## src/hdl/dd_odom_pkg.sv

```systemverilog
// ----------------------------------------------------------------------------
// dd_odom_pkg
// Shared types, constants and tables for the wheel odometry block.
// ----------------------------------------------------------------------------
package dd_odom_pkg;

  // CORDIC iteration count (8..24)
  localparam int unsigned CORDIC_STEPS = 16;
  localparam int unsigned DIV_STEPS    = 64;
  localparam int unsigned CNT_W        = 7;

  // CORDIC start gain, Q2.30
  localparam logic signed [33:0] GAIN_Q30 = 34'sd652032874;
  // microseconds per second
  localparam logic [19:0] USEC = 20'd1000000;

  // register indices (address bits [3:2])
  localparam logic [1:0] REG_INVERT = 2'd0;
  localparam logic [1:0] REG_DIST   = 2'd1;
  localparam logic [1:0] REG_HEAD   = 2'd2;

  typedef struct packed {
    logic signed [31:0] raw_right;
    logic signed [31:0] raw_left;
    logic        [31:0] time_us;
  } in_t;

  typedef struct packed {
    logic signed [31:0] pos_x;
    logic signed [31:0] pos_y;
    logic        [31:0] heading;
    logic signed [15:0] quat_z;
    logic signed [15:0] quat_w;
    logic signed [31:0] linear_speed;
    logic signed [31:0] angular_rate;
    logic signed [31:0] delta_right;
    logic signed [31:0] delta_left;
  } out_t;

  typedef struct packed {
    logic        invert_right;
    logic [23:0] dist_per_tick_q24;
    logic [25:0] heading_per_tick;
  } cfg_t;

  typedef enum logic [4:0] {
    OP_NONE, OP_LOAD, OP_FIRST, OP_DELTA, OP_MUL, OP_HEAD, OP_CINIT, OP_CSTEP,
    OP_PX, OP_PY, OP_QUAT, OP_PLO, OP_PHI, OP_DINIT, OP_DSTEP, OP_DFIN, OP_OUT
  } op_e;

  typedef enum logic [4:0] {
    S_IDLE, S_CHECK, S_DELTA, S_MUL, S_HEAD, S_C1INIT, S_C1STEP, S_PX, S_PY,
    S_C2INIT, S_C2STEP, S_QUAT, S_PLO, S_PHI, S_DINIT, S_DSTEP, S_DFIN, S_DONE
  } state_e;

  typedef struct packed {
    op_e              op;
    logic             sel;   // half-angle CORDIC / angular division
    logic [CNT_W-1:0] step;
  } cmd_t;

  typedef struct packed {
    logic first;
    logic dt_zero;
  } stat_t;

  // arctangent table, 2^-32 turn units
  function automatic logic signed [33:0] atan_turn(input logic [4:0] i);
    logic signed [33:0] a;
    case (i)
      5'd0:  a = 34'sh020000000;
      5'd1:  a = 34'sh012E4051E;
      5'd2:  a = 34'sh009FB385B;
      5'd3:  a = 34'sh0051111D4;
      5'd4:  a = 34'sh0028B0D43;
      5'd5:  a = 34'sh00145D7E1;
      5'd6:  a = 34'sh000A2F61E;
      5'd7:  a = 34'sh000517C55;
      5'd8:  a = 34'sh00028BE53;
      5'd9:  a = 34'sh000145F2F;
      5'd10: a = 34'sh0000A2F98;
      5'd11: a = 34'sh0000517CC;
      5'd12: a = 34'sh000028BE6;
      5'd13: a = 34'sh0000145F3;
      5'd14: a = 34'sh00000A2FA;
      5'd15: a = 34'sh00000517D;
      5'd16: a = 34'sh0000028BE;
      5'd17: a = 34'sh00000145F;
      5'd18: a = 34'sh000000A30;
      5'd19: a = 34'sh000000518;
      5'd20: a = 34'sh00000028C;
      5'd21: a = 34'sh000000146;
      5'd22: a = 34'sh0000000A3;
      5'd23: a = 34'sh000000051;
      default: a = '0;
    endcase
    return a;
  endfunction

endpackage

```

## src/hdl/dd_odom_ctrl.sv

```systemverilog
// ----------------------------------------------------------------------------
// dd_odom_ctrl
// Sequencer for the odometry datapath and owner of the result handshake.
// ----------------------------------------------------------------------------
module dd_odom_ctrl (
  input  logic                clk_i,
  input  logic                rst_ni,
  input  logic                in_valid_i,
  output logic                in_stall_o,
  output logic                out_valid_o,
  input  logic                out_stall_i,
  input  dd_odom_pkg::stat_t  stat_i,
  output dd_odom_pkg::cmd_t   cmd_o
);

  dd_odom_pkg::state_e state_q, state_d;
  logic [dd_odom_pkg::CNT_W-1:0] cnt_q, cnt_d;
  logic div_q, div_d;
  logic out_valid_q, out_valid_d;
  logic accept, out_free, cordic_last, div_last;

  assign accept      = in_valid_i && (state_q == dd_odom_pkg::S_IDLE);
  assign out_free    = !out_valid_q || !out_stall_i;
  assign cordic_last = cnt_q == dd_odom_pkg::CNT_W'(dd_odom_pkg::CORDIC_STEPS - 1);
  assign div_last    = cnt_q == dd_odom_pkg::CNT_W'(dd_odom_pkg::DIV_STEPS - 1);

  // next state
  always_comb begin
    state_d = state_q;
    case (state_q)
      dd_odom_pkg::S_IDLE:   if (accept) state_d = dd_odom_pkg::S_CHECK;
      dd_odom_pkg::S_CHECK: begin
        if (stat_i.first || stat_i.dt_zero) state_d = dd_odom_pkg::S_IDLE;
        else state_d = dd_odom_pkg::S_DELTA;
      end
      dd_odom_pkg::S_DELTA:  state_d = dd_odom_pkg::S_MUL;
      dd_odom_pkg::S_MUL:    state_d = dd_odom_pkg::S_HEAD;
      dd_odom_pkg::S_HEAD:   state_d = dd_odom_pkg::S_C1INIT;
      dd_odom_pkg::S_C1INIT: state_d = dd_odom_pkg::S_C1STEP;
      dd_odom_pkg::S_C1STEP: if (cordic_last) state_d = dd_odom_pkg::S_PX;
      dd_odom_pkg::S_PX:     state_d = dd_odom_pkg::S_PY;
      dd_odom_pkg::S_PY:     state_d = dd_odom_pkg::S_C2INIT;
      dd_odom_pkg::S_C2INIT: state_d = dd_odom_pkg::S_C2STEP;
      dd_odom_pkg::S_C2STEP: if (cordic_last) state_d = dd_odom_pkg::S_QUAT;
      dd_odom_pkg::S_QUAT:   state_d = dd_odom_pkg::S_PLO;
      dd_odom_pkg::S_PLO:    state_d = dd_odom_pkg::S_PHI;
      dd_odom_pkg::S_PHI:    state_d = dd_odom_pkg::S_DINIT;
      dd_odom_pkg::S_DINIT:  state_d = dd_odom_pkg::S_DSTEP;
      dd_odom_pkg::S_DSTEP:  if (div_last) state_d = dd_odom_pkg::S_DFIN;
      dd_odom_pkg::S_DFIN: begin
        state_d = div_q ? dd_odom_pkg::S_DONE : dd_odom_pkg::S_PLO;
      end
      dd_odom_pkg::S_DONE:   if (out_free) state_d = dd_odom_pkg::S_IDLE;
      default:               state_d = dd_odom_pkg::S_IDLE;
    endcase
  end

  // counters, pass flag and result valid
  always_comb begin
    cnt_d = '0;
    if (state_q == dd_odom_pkg::S_C1STEP || state_q == dd_odom_pkg::S_C2STEP ||
        state_q == dd_odom_pkg::S_DSTEP) begin
      cnt_d = cnt_q + 1'b1;
    end
    div_d = div_q;
    if (state_q == dd_odom_pkg::S_IDLE) div_d = 1'b0;
    else if (state_q == dd_odom_pkg::S_DFIN) div_d = 1'b1;
    out_valid_d = out_valid_q;
    if (state_q == dd_odom_pkg::S_DONE && out_free) out_valid_d = 1'b1;
    else if (out_valid_q && !out_stall_i) out_valid_d = 1'b0;
  end

  // datapath commands
  always_comb begin
    cmd_o.op   = dd_odom_pkg::OP_NONE;
    cmd_o.sel  = div_q || state_q == dd_odom_pkg::S_C2INIT ||
                 state_q == dd_odom_pkg::S_C2STEP;
    cmd_o.step = cnt_q;
    case (state_q)
      dd_odom_pkg::S_IDLE:   if (accept) cmd_o.op = dd_odom_pkg::OP_LOAD;
      dd_odom_pkg::S_CHECK: begin
        if (stat_i.first) cmd_o.op = dd_odom_pkg::OP_FIRST;
        else if (!stat_i.dt_zero) cmd_o.op = dd_odom_pkg::OP_DELTA;
      end
      dd_odom_pkg::S_DELTA:  cmd_o.op = dd_odom_pkg::OP_MUL;
      dd_odom_pkg::S_MUL:    cmd_o.op = dd_odom_pkg::OP_HEAD;
      dd_odom_pkg::S_C1INIT,
      dd_odom_pkg::S_C2INIT: cmd_o.op = dd_odom_pkg::OP_CINIT;
      dd_odom_pkg::S_C1STEP,
      dd_odom_pkg::S_C2STEP: cmd_o.op = dd_odom_pkg::OP_CSTEP;
      dd_odom_pkg::S_PX:     cmd_o.op = dd_odom_pkg::OP_PX;
      dd_odom_pkg::S_PY:     cmd_o.op = dd_odom_pkg::OP_PY;
      dd_odom_pkg::S_QUAT:   cmd_o.op = dd_odom_pkg::OP_QUAT;
      dd_odom_pkg::S_PLO:    cmd_o.op = dd_odom_pkg::OP_PLO;
      dd_odom_pkg::S_PHI:    cmd_o.op = dd_odom_pkg::OP_PHI;
      dd_odom_pkg::S_DINIT:  cmd_o.op = dd_odom_pkg::OP_DINIT;
      dd_odom_pkg::S_DSTEP:  cmd_o.op = dd_odom_pkg::OP_DSTEP;
      dd_odom_pkg::S_DFIN:   cmd_o.op = dd_odom_pkg::OP_DFIN;
      dd_odom_pkg::S_DONE:   if (out_free) cmd_o.op = dd_odom_pkg::OP_OUT;
      default:               cmd_o.op = dd_odom_pkg::OP_NONE;
    endcase
  end

  assign in_stall_o  = state_q != dd_odom_pkg::S_IDLE;
  assign out_valid_o = out_valid_q;

  always_ff @(posedge clk_i or negedge rst_ni) begin
    if (!rst_ni) begin
      state_q     <= dd_odom_pkg::S_IDLE;
      cnt_q       <= '0;
      div_q       <= 1'b0;
      out_valid_q <= 1'b0;
    end else begin
      state_q     <= state_d;
      cnt_q       <= cnt_d;
      div_q       <= div_d;
      out_valid_q <= out_valid_d;
    end
  end

endmodule

```

## config.mk

```make
export PLATFORM = sky130hd
export DESIGN_NAME = dd_odom_ctrl
export DESIGN_NICKNAME = d
export VERILOG_FILES = /design/src/hdl/dd_odom_pkg.sv /design/src/hdl/dd_odom_ctrl.sv
export SDC_FILE = /design/constraint.sdc
export NUM_CORES = 1
export LEC_CHECK = 0
export BUFFER_PORTS_ARGS = -buffer_cell sky130_fd_sc_hd__clkbuf_2
export CORE_MARGIN = 3
export CORE_UTILIZATION = 56
export CTS_BUF_LIST = sky130_fd_sc_hd__clkbuf_4
export DETAILED_ROUTE_END_ITERATION = 16
export PLACE_DENSITY_LB_ADDON = 0.2
export RECOVER_POWER = 100
export SKIP_LAST_GASP = 1
export SYNTH_ARGS = -nofsm -noshare
export SYNTH_HDL_FRONTEND = slang
export SYNTH_SLANG_ARGS = --single-unit
export TNS_END_PERCENT = 30
```

## constraint.sdc

```tcl
create_clock -name clk_i -period 2.6 [get_ports clk_i]
set_input_delay 0.52 -clock clk_i [delete_from_list [all_inputs] [get_ports clk_i]]
set_output_delay 0.52 -clock clk_i [all_outputs]
set_load 0.005 [all_outputs]
```

==> results of run 1 <==
[sequential cells by signal, indices dropped and copies added (netlist names)]
name,count
out_valid_o,1
div_q,1
cnt_q,7
state_q,5
[cell families after synthesis]
kind of cell	after synthesis
AO/OA/AOI/OAI	34
XOR/XNOR	6
adder cells (fa/ha/maj)	2
buffers and inverters	13
flip-flops	14
multiplexers	2
AND/OR/NAND/NOR	53
[cell type report]
class,instances,area [sq um]
Multi-Input combinational cell,97,583
Fill cell,146,480
Sequential cell,14,350
Timing Repair Buffer,23,109
Tap cell,24,30.0
Clock buffer,3,22.5
Inverter,5,18.8
[worst paths after layout]
kind	end
max	cmd_o[12]
min	state_q[1]
max reg2reg	state_q[2]
min reg2reg	cnt_q[0]
max in group asynchronous	div_q
min in group clk_i	cnt_q[0]
[routing by layer]
metal / GRT usage / vias up / wire, um
met5: 0 / - / 0
met2: 0.328 / 30 / 1020
li1: - / 485 / -
met1: 0.332 / 453 / 1090
met3: 0.0590 / 2 / 129
met4: 0.0430 / 0 / 14
[metrics by stage]
stage / setup slack [ns] / total power [mW] / area [sq um] / cells
after floorplan: 0.681 / 0.896 / 996 / 124
after global placement: 0.518 / 1.08 / 1110 / 163
after detailed placement: 0.483 / 1.10 / 1110 / 163
after CTS: 0.226 / 1.22 / 1130 / 166
after global routing: 0.0662 / 1.33 / 1110 / 166
final: 0.233 / 1.21 / 1110 / 166
[report_power, final]
group          switching, mW  total (mW)  internal [mW]
logic                  0.359       0.683          0.324
registers              0.131       0.401          0.270
clock network         0.0676       0.121         0.0538
[cells in the final DEF (no fill, tap or decap), types with 2 or more instances in the layout]
| cell type | instances |
|---|---|
| nor2_1 | 18 |
| o21ai_0 | 12 |
| nand4_1 | 2 |
| dfrtp_1 | 14 |
| xor2_1 | 2 |
| xnor2_1 | 4 |
| nor3_1 | 5 |
| clkbuf_2 | 12 |
| nand2b_1 | 6 |
| nor2b_1 | 3 |
| nand3_1 | 4 |
| o31ai_1 | 4 |
| inv_1 | 5 |
| o2bb2ai_1 | 3 |
| clkbuf_4 | 3 |
| clkbuf_1 | 9 |
| a21oi_1 | 6 |
| mux2_1 | 2 |
| buf_4 | 2 |
| o311ai_0 | 2 |
| nand2_1 | 9 |
==> results_dict.tcl, run 1 <==
set metrics [dict create \
    postCtsSetupBuffers 0 \
    hold_buffers 0 \
    worst_pin_slew_ns 0.756 \
    yosysMostFrequentCell "nor2_1" \
    drt.antenna.violating_nets 0 \
    r2r_start "state_q[3]" \
    drt_wl_total_um 2250 \
    cp_max_fo 15 \
    cts_num_sinks 14 \
    startpoint "state_q[3]" \
    hold_viol_final 0 \
    antennaDiodeCount 0 \
    syn_nets 131 \
    yosysTopAreaCellShare 0.352 \
    worstRegToRegCells 5 \
    remaining_drc_errors 0 \
    synth_fa_ha_area_frac 0.0226 \
    syn_inst 124 \
    synth_cell_type_count 35 \
    p_leak_nw 0.471 \
    synth_xor_area_frac 0.0528 \
    yosys_warnings 0 \
    path_class "flip-flop to primary output" \
    worstSetupStartpointType "flip-flop" \
    cpPeakStageDelay_ns 0.52 \
    required_ns 2.08 \
    fin_skew_ns 0.00666 \
    grt_pass1_vias 855 \
    initial_core_util 0.625 \
    numCtsBuffers 3 \
    tritoncts "built" \
    core_area_sq_um 1590 \
    max_freq_ghz 0.422 \
    ioPinCount 21 \
    ys_seq_elements 14 \
    cts_root_buf "clkbuf_4" \
    drt_iter0_drc 23 \
    grt_first_pass_wirelength_um 3710 \
    synth_top_family_by_area "simple AND/OR/NAND/NOR gates" \
    max_slew_margin 0.496 \
    ir_worst_vdd_v 0.000732 \
    synth-compound-area-share 0.232 \
    grt_antenna_before_repair 0 \
    dp_hpwl_um 1730 \
    clock_latency_ns 0.28 \
    yosys.area_share.simple 0.261 \
    synthArstFlopShare 1.00 \
    syn_area_sq_um 996 \
    post-synth-top-area-cell "dfrtp_1" \
    setup_viol 0 \
    synth_mux_area_frac 0.0226 \
    die_area_sq_um 2320 \
    final_util 0.699 \
    cts-resized-gates 0 \
    crit_path_top_delay_cell "dfrtp_1" \
    cts_max_path_buffers 2 \
    power.density_nw_per_um2 1080 \
    holdCritPathClass "input pin to async pin" \
    rsz0062_at_grt "false" \
    arrival_ns 1.85 \
    fin_nets 151 \
    slew_viol_final 0 \
    cts_max_level 1 \
    end_kind "primary output" \
    crit_cells 4 \
    path_cells "or2_1 -> or3_4 -> a21oi_1 -> clkbuf_2" \
    drive_gt1_frac 0.134 \
    syn_avg_cell_area_sq_um 8.03 \
    overflow 0 \
    cap_viol_max_count 0 \
    grt_max_degree 17 \
    r2r_setup_slack_ns 0.41 \
    synth_ff_type "dfrtp_1" \
    drt-pass1-iter-count 4 \
    status "complete, no violations" \
    synth.yosys.seq_area_share 0.352 \
    fin_tns_setup_ns 0 \
    die_y_um 48.2 \
    period_minus_slack_ns 2.37 \
    whs_ns 0.272 \
    rows 14 \
    avgRoutedWirePerCell_um 13.6 \
    synth_commonest_cells "18 x nor2_1, 14 x dfrtp_1, 12 x o21ai_0" \
    worst-path-buf-inv 1 \
    viasPerCell 5.84 \
    fp.dieW_um 48.2 \
    synth.area.top_cells "dfrtp_1 35%, nor2_1 6.8%, o21ai_0 6.0%, nand2b_1 3.8%, xnor2_1 3.5%" \
    critical-path-top-delay-family "simple AND/OR/NAND/NOR gates" \
    fin_crit_sh 0.911 \
    clk_pin_slew_ns 0.08 \
    vias 970 \
    synth_edf_count 0 \
    area_growth_pct 11.8 \
    grt_usage 0.224 \
    gp_congestion 0.909 \
    portBuffers 20 \
]
(Power assumes the default switching activity.)
==> run 2: changes to the inputs <==
Settings changed: HOLD_SLACK_MARGIN set to 0.12, PLACE_DENSITY_LB_ADDON 0.2 to 0.12.
==> run 2 against run 1 <==
  * First-iteration DRC count rose by 4.3%
  * Clock skew fell by 0.0045 ns
  * Worst hold slack improved by 0.0065 ns
  * Via count fell by 2.2%
  * Setup slack got worse by 0.068 ns
  * Sequential cell count did not move
  * Power fell by 1.2%
  * Cell area rose by 0.11%
  * Critical path depth did not move
==> results_dict.tcl, run 2 (synthesis gave the netlist of run 1 again) <==
set metrics [dict create \
    hold_viol_final 0 \
    grt_usage 0.219 \
    tritoncts "built" \
    max_freq_ghz 0.411 \
    rsz0062_at_grt "false" \
    drt.antenna.violating_nets 0 \
    hold_buffers 0 \
    grt_antenna_before_repair 0 \
    r2r_setup_slack_ns 0.35 \
    initial_core_util 0.625 \
    p_leak_nw 0.478 \
    drt-pass1-iter-count 4 \
    path_cells "or2_1 -> or3_4 -> a21oi_1 -> clkbuf_2" \
    vias 949 \
    end_kind "primary output" \
    startpoint "state_q[3]" \
    fin_nets 150 \
    drive_gt1_frac 0.155 \
    worstSetupStartpointType "flip-flop" \
    largest_reg_flops 7 \
    required_ns 2.08 \
    status "complete, no violations" \
    power_mw 1.19 \
    core_area_sq_um 1590 \
    critical-path-top-delay-family "simple AND/OR/NAND/NOR gates" \
    cp_max_fo 15 \
    final_cell_mix "18 x nor2_1, 15 x clkbuf_2, 13 x dfrtp_1" \
    worst-path-buf-inv 1 \
    drt_wl_total_um 2230 \
    ir_worst_vdd_v 0.000696 \
    drt_iter0_drc 24 \
    remaining_drc_errors 0 \
    dp_hpwl_um 1630 \
    period_minus_slack_ns 2.44 \
    gp_congestion 0.884 \
    avgRoutedWirePerCell_um 13.4 \
    grt_pass1_vias 778 \
    worstRegToRegCells 5 \
    r2r_start "state_q[3]" \
    overflow 0 \
    holdCritPathClass "input pin to async pin" \
    crit_path_top_delay_cell "dfrtp_1" \
    die_area_sq_um 2320 \
    cts_root_buf "clkbuf_4" \
    grt_first_pass_wirelength_um 3480 \
    rows 14 \
    fin_tns_setup_ns 0 \
    cts_max_path_buffers 2 \
    antennaDiodeCount 0 \
    grt_max_degree 25 \
    final_common_cell "nor2_1" \
    power.density_nw_per_um2 1070 \
    portBuffers 20 \
    clock_latency_ns 0.28 \
    viasPerCell 5.72 \
    setup_viol 0 \
    area_growth_pct 11.9 \
    cpPeakStageDelay_ns 0.53 \
    top_register "cnt_q" \
    cts_num_sinks 14 \
    arrival_ns 1.92 \
    crit_cells 4 \
    numCtsBuffers 3 \
    max_slew_margin 0.484 \
    worst_pin_slew_ns 0.774 \
    slew_viol_final 0 \
    fin_crit_sh 0.937 \
    ioPinCount 21 \
    reg_top3 "cnt_q: 7 flops, state_q: 5 flops" \
    clk_pin_slew_ns 0.09 \
    cts_max_level 1 \
    rr_endpoint "state_q[2]" \
    die_y_um 48.2 \
    fin_skew_ns 0.00214 \
    cap_viol_max_count 0 \
    path_class "flip-flop to primary output" \
    fp.dieW_um 48.2 \
]
## run 2: how the worst max path moves through the flow
stage	endpoint	slack, ns
2_1_floorplan	state_q[0]	0.68
3_3_place_gp	state_q[2]	0.49
3_5_place_dp	state_q[2]	0.45
4_1_cts	cmd_o[12]	0.17
5_1_grt	cmd_o[12]	0.08
6_report	cmd_o[12]	0.16
## run 2: power by group
group,internal [mW],total (mW),switching (mW)
sequential,0.271,0.428,0.157
combinational,0.308,0.635,0.326
clock,0.0557,0.128,0.0727
## run 2: routing by layer
layer,wire length [um],vias up,track usage
met4,39,0,0.0968
met2,1090,29,0.378
met3,104,4,0.0221
met5,0,-,0
li1,-,483,-
met1,994,433,0.274
## run 2: area by class of cell
class | instances | area, sq um
sequential | 14 | 352
clock buffer | 3 | 22.5
fill | 135 | 479
inverter | 5 | 18.8
multi-input combinational | 97 | 583
clock inverter | 1 | 3.75
tap | 24 | 30.0
timing repair buffer | 22 | 105
## run 2: timing repair
item                       in CTS  in global routing
setup buffers                   0                  0
setup endpoints to repair       0                  1
gates resized for setup         0                  1
## run 2: metrics by stage
stage               hold slack [ns]  setup WS [ns]  instance area (sq um)  cells   util
finish                        0.278          0.165                   1110    166  0.699
global route                  0.321         0.0788                   1110    166  0.699
CTS                           0.139          0.172                   1130    166  0.709
detailed placement            0.447          0.450                   1100    162  0.692
global placement              0.439          0.493                   1100    162  0.692
floorplan                     0.224          0.681                    996    124      -
